File: src/hw/rtl/ntt_pkg.sv
package ntt_pkg;

	localparam int DEFAULT_TABLE_DEPTH = 64;

	typedef enum logic [1:0] {
		KIND_INSERT       = 2'd0,
		KIND_LOOKUP_ORIG  = 2'd1,
		KIND_LOOKUP_TRANS = 2'd2,
		KIND_DELETE       = 2'd3
	} ntt_kind_t;

	typedef enum logic [1:0] {
		STAT_OK        = 2'd0,
		STAT_NOT_FOUND = 2'd1,
		STAT_FULL      = 2'd2
	} ntt_status_t;

	typedef enum logic [1:0] {
		ST_IDLE,
		ST_SCAN,
		ST_SHIFT,
		ST_DONE
	} ntt_state_t;

	typedef struct packed {
		logic [31:0] orig_ip;
		logic [15:0] orig_port;
		logic [31:0] trans_ip;
		logic [15:0] trans_port;
	} ntt_entry_t;

	typedef struct packed {
		logic accept;
		logic scan_step;
		logic capture;
		logic shift_begin;
		logic shift_step;
		logic dec;
		logic publish;
	} ntt_cmd_t;

	typedef struct packed {
		logic cnt_zero;
		logic hit;
		logic last;
		logic shift_end;
		logic req_del;
	} ntt_sts_t;

endpackage

File: src/hw/rtl/ntt_ctrl.sv
module ntt_ctrl
	import ntt_pkg::*;
(
	input  logic       clk,
	input  logic       arst_n,
	input  logic       in_valid,
	output logic       in_stall,
	input  logic [1:0] kind,
	output logic       out_valid,
	input  logic       out_stall,
	input  ntt_sts_t   sts,
	output ntt_cmd_t   cmd
);

	ntt_state_t state_q;
	ntt_state_t state_d;
	logic       out_valid_q;

	always_ff @(posedge clk or negedge arst_n) begin
		if (!arst_n) begin
			state_q     <= ST_IDLE;
			out_valid_q <= 1'b0;
		end else begin
			state_q <= state_d;
			if (cmd.publish) begin
				out_valid_q <= 1'b1;
			end else if (!out_stall) begin
				out_valid_q <= 1'b0;
			end
		end
	end

	always_comb begin
		state_d = state_q;
		cmd     = '0;
		unique case (state_q)
			ST_IDLE: begin
				if (in_valid) begin
					cmd.accept = 1'b1;
					if (kind == KIND_INSERT || sts.cnt_zero) begin
						state_d = ST_DONE;
					end else begin
						state_d = ST_SCAN;
					end
				end
			end
			ST_SCAN: begin
				if (sts.hit) begin
					cmd.capture = 1'b1;
					if (sts.req_del) begin
						cmd.shift_begin = 1'b1;
						state_d         = ST_SHIFT;
					end else begin
						state_d = ST_DONE;
					end
				end else if (sts.last) begin
					state_d = ST_DONE;
				end else begin
					cmd.scan_step = 1'b1;
				end
			end
			ST_SHIFT: begin
				cmd.shift_step = 1'b1;
				if (sts.shift_end) begin
					cmd.dec = 1'b1;
					state_d = ST_DONE;
				end
			end
			ST_DONE: begin
				if (!out_valid_q || !out_stall) begin
					cmd.publish = 1'b1;
					state_d     = ST_IDLE;
				end
			end
			default: begin
				state_d = ST_IDLE;
			end
		endcase
	end

	assign in_stall  = (state_q != ST_IDLE);
	assign out_valid = out_valid_q;

endmodule

File: config.mk
export PLATFORM = sky130hd
export DESIGN_NAME = ntt_ctrl
export DESIGN_NICKNAME = d
export VERILOG_FILES = /design/src/hw/rtl/ntt_pkg.sv /design/src/hw/rtl/ntt_ctrl.sv
export SDC_FILE = /design/constraint.sdc
export NUM_CORES = 1
export LEC_CHECK = 0
export ABC_AREA = 1
export ABC_CLOCK_PERIOD_IN_PS = 1500
export BUFFER_PORTS_ARGS = -buffer_cell sky130_fd_sc_hd__buf_2
export CAP_MARGIN = 10
export CORE_AREA = 5 5 42 44
export DETAILED_ROUTE_END_ITERATION = 6
export DIE_AREA = 0 0 47 49
export HOLD_SLACK_MARGIN = 0.05
export SETUP_SLACK_MARGIN = 0.1
export SYNTH_ARGS = -nofsm -noshare
export SYNTH_HDL_FRONTEND = slang
export SYNTH_SLANG_ARGS = --single-unit
File: constraint.sdc
create_clock -name clk -period 1.5 [get_ports clk]
set_input_delay 0.225 -clock clk [delete_from_list [all_inputs] [get_ports clk]]
set_output_delay 0.225 -clock clk [all_outputs]
set_load 0.03 [all_outputs]
==> qor.csv <==
stage,metric,value,unit
layout,n_antenna_cell,0,
detailed_routing,via_count,365,
yosys,synthAdderAreaFrac,0.195,
timing,finalSetupTns,0,ns
critical_path,start_kind,register,
floorplanning,dieWidth,47,um
critical_path,path_class,reg2out,
global_routing,grt_overflow,0,
power_and_ir_drop,peakVddDrop,0.789,mV
timing,relSlewSlack,0.886,
layout,drive_gt1_frac,0.532,
yosys,netlist_area,320,um2
yosys,synth-seq-cells,3,
yosys,yosysMostFrequentCell,nand2_1,
yosys,syn_nets,67,
yosys,synthMuxAreaShare,0,
detailed_routing,drc,0,
global_routing,antenna_found_initial,0,
cts,root_buffer,clkbuf_4,
yosys,synth_compound_area_frac,0.0781,
yosys,synth_commonest_cells,"15 x nand2_1, 14 x inv_1, 5 x ha_1",
yosys,syn_avg_cell_area,6.28,um2
timing,rsz0062_at_grt,true,
detailed_routing,wl_per_cell,8.79,um
yosys,synth_top_area_cell,dfrtp_1,
yosys,synth-simple-area-share,0.328,
critical_path,worstPathArrival,1.22,ns
global_routing,grt_max_degree,5,
power_and_ir_drop,power.density,2110,nW/um2
placed_design,io_buffers,19,
yosys,yosysWarningCount,0,
detailed_routing,final_antenna_net_count,0,
cts,cts_num_sinks,3,
critical_path,worstPathRequired,1.27,ns
floorplanning,die_y,49,um
detailed_routing,viasPerCell,3.84,
placed_design,dp_hpwl,634,um
detailed_routing,drt_iter0_drc,3,
floorplanning,floorplan.initialDensity,0.229,
critical_path,end_kind,output pin,
yosys,async_flop_share,1.00,
timing,hold_violations,0,
yosys,yosysTopAreaCellShare,0.234,
yosys,synth_top_family_by_area,simple AND/OR/NAND/NOR gates,
hold_path,hold_class,in2reg,
timing,fmax,693,MHz
run,cap_violations,0,
floorplanning,ios,20,
layout,final_cells,95,
placed_design,placed_cells_incl_taps,86,
power_and_ir_drop,total_leakage_power,0.000348,uW
hold_path,hold_depth,3,
global_routing,grt_pass1_vias,345,
cts,tritoncts,built,
timing,slew_viol_final,0,
cts,htreeDepth,1,
timing,setup_violations,0,
yosys,synth_area_leaders,"dfrtp_1 23%, ha_1 20%, nand2_1 18%",
timing,fin_skew,0.000452,ns
cts,cts_buffers,3,
yosys,synth_xor_area_frac,0,
status,status,"complete, no violations",
yosys,ys.flop_type,dfrtp_1,
critical_path,crit_path_max_fanout,4,
timing,min_period,1.44,ns
layout,syn_to_final_growth,86.7,%
layout,nNetsFinal,96,
floorplanning,core,1400,um2
global_routing,grt_use_total,0.0783,
floorplanning,rows,14,
global_routing,grt_pass1_wl,1260,um
timing,worst_pin_slew,0.171,ns
critical_path,r2r_cells,9,
yosys,ys_types,10,
cts,clk_latency,0.23,ns
detailed_routing,wl,835,um
cts,path_clk_slew,0.03,ns
timing,period_share,0.962,
cts,cts.path.max_buffers,2,
detailed_routing,dr.pass1.iters,3,
yosys,seq_area_frac_synth,0.234,
placed_design,gp_congestion,0.623,
floorplanning,die_area,2300,um2
yosys,synth_edf_count,0,
yosys,synthCells,51,
==> final timing paths <==
| check | startpoint | endpoint | slack, ns |
|---|---|---|---|
| setup reg to reg | state_q[0] | state_q[1] | 0.12 |
| hold / removal | out_stall | out_valid | 0.28 |
| setup / recovery | state_q[1] | cmd[1] | 0.06 |
| min in group asynchronous | arst_n | state_q[1] | 0.32 |
| hold reg to reg | out_valid | out_valid | 0.56 |
| max in group asynchronous | arst_n | state_q[0] | 1.06 |
==> through the flow <==
stage / total power (uW) / instance area [um2] / hold slack (ns) / utilization / setup WS [ns]
floorplan: 667 / 320 / -0.0706 / - / 0.105
global route: 1400 / 598 / 0.288 / 0.427 / 0.0114
global placement: 815 / 435 / 0.0211 / 0.311 / 0.221
finish: 1260 / 598 / 0.278 / 0.427 / 0.0574
detailed placement: 838 / 435 / 0.0242 / 0.311 / 0.179
CTS: 1120 / 528 / 0.226 / 0.377 / 0.0630
==> final cells by class <==
type,instances,area (um2)
Timing Repair Buffer,24,168
Tap cell,16,20.0
Clock buffer,4,26.3
Multi-Input combinational cell,34,249
Inverter,14,57.6
Fill cell,147,803
Sequential cell,3,77.6
==> report_power, final <==
group / internal (uW) / switching (uW)
Combinational: 397 / 521
Sequential: 132 / 76.8
Clock: 99.3 / 36.8
==> flip-flops by register name, indices dropped and copies added, names as in the netlist <==
name,count
out_valid,1
state_q,2
==> logic make-up (layout without fill, tap and decap cells) <==
kind of cell,count (synthesis),count (layout)
compound gates,4,4
fa+ha+maj,5,5
simple gates,25,25
flops,3,3
buf+inv,14,42
==> layout by cell type (no fill, tap or decap) <==
cell / count
inv_2: 3
ha_4: 4
nor2_1: 4
a21oi_2: 1
dfrtp_1: 1
nand2_2: 2
nand2_1: 15
inv_4: 2
inv_1: 9
buf_4: 7
nor2_2: 1
ha_2: 1
o21bai_1: 2
dlygate4sd3_1: 1
buf_6: 4
a21oi_1: 1
clkbuf_1: 1
dfrtp_2: 2
nand3_1: 3
buf_2: 12
clkbuf_4: 3
==> critical path, cell delays in order, from the launching register on <==
cell and delay (ns):
dfrtp_2 0.44, buf_4 0.16, ha_4 0.15, nand2_1 0.05, inv_1 0.03, buf_4 0.15
==> timing repair <==
item	in CTS	in global routing
hold buffers	1	0
endpoints found under the hold margin	3	0
setup buffers	3	1
gates resized for setup	13	17
pin swaps	0	4
endpoints found under the setup margin	8	10
==> per-layer routing <==
metal / vias to the layer above / share of wire / track usage
met2: 9 / 0.56 / 0.131
met5: - / 0 / 0
li1: 206 / - / -
met1: 150 / 0.38 / 0.0706
met4: 0 / 0 / 0.0691
met3: 0 / 0.066 / 0.0221
No activity file was read; power rests on OpenSTA's default activity.
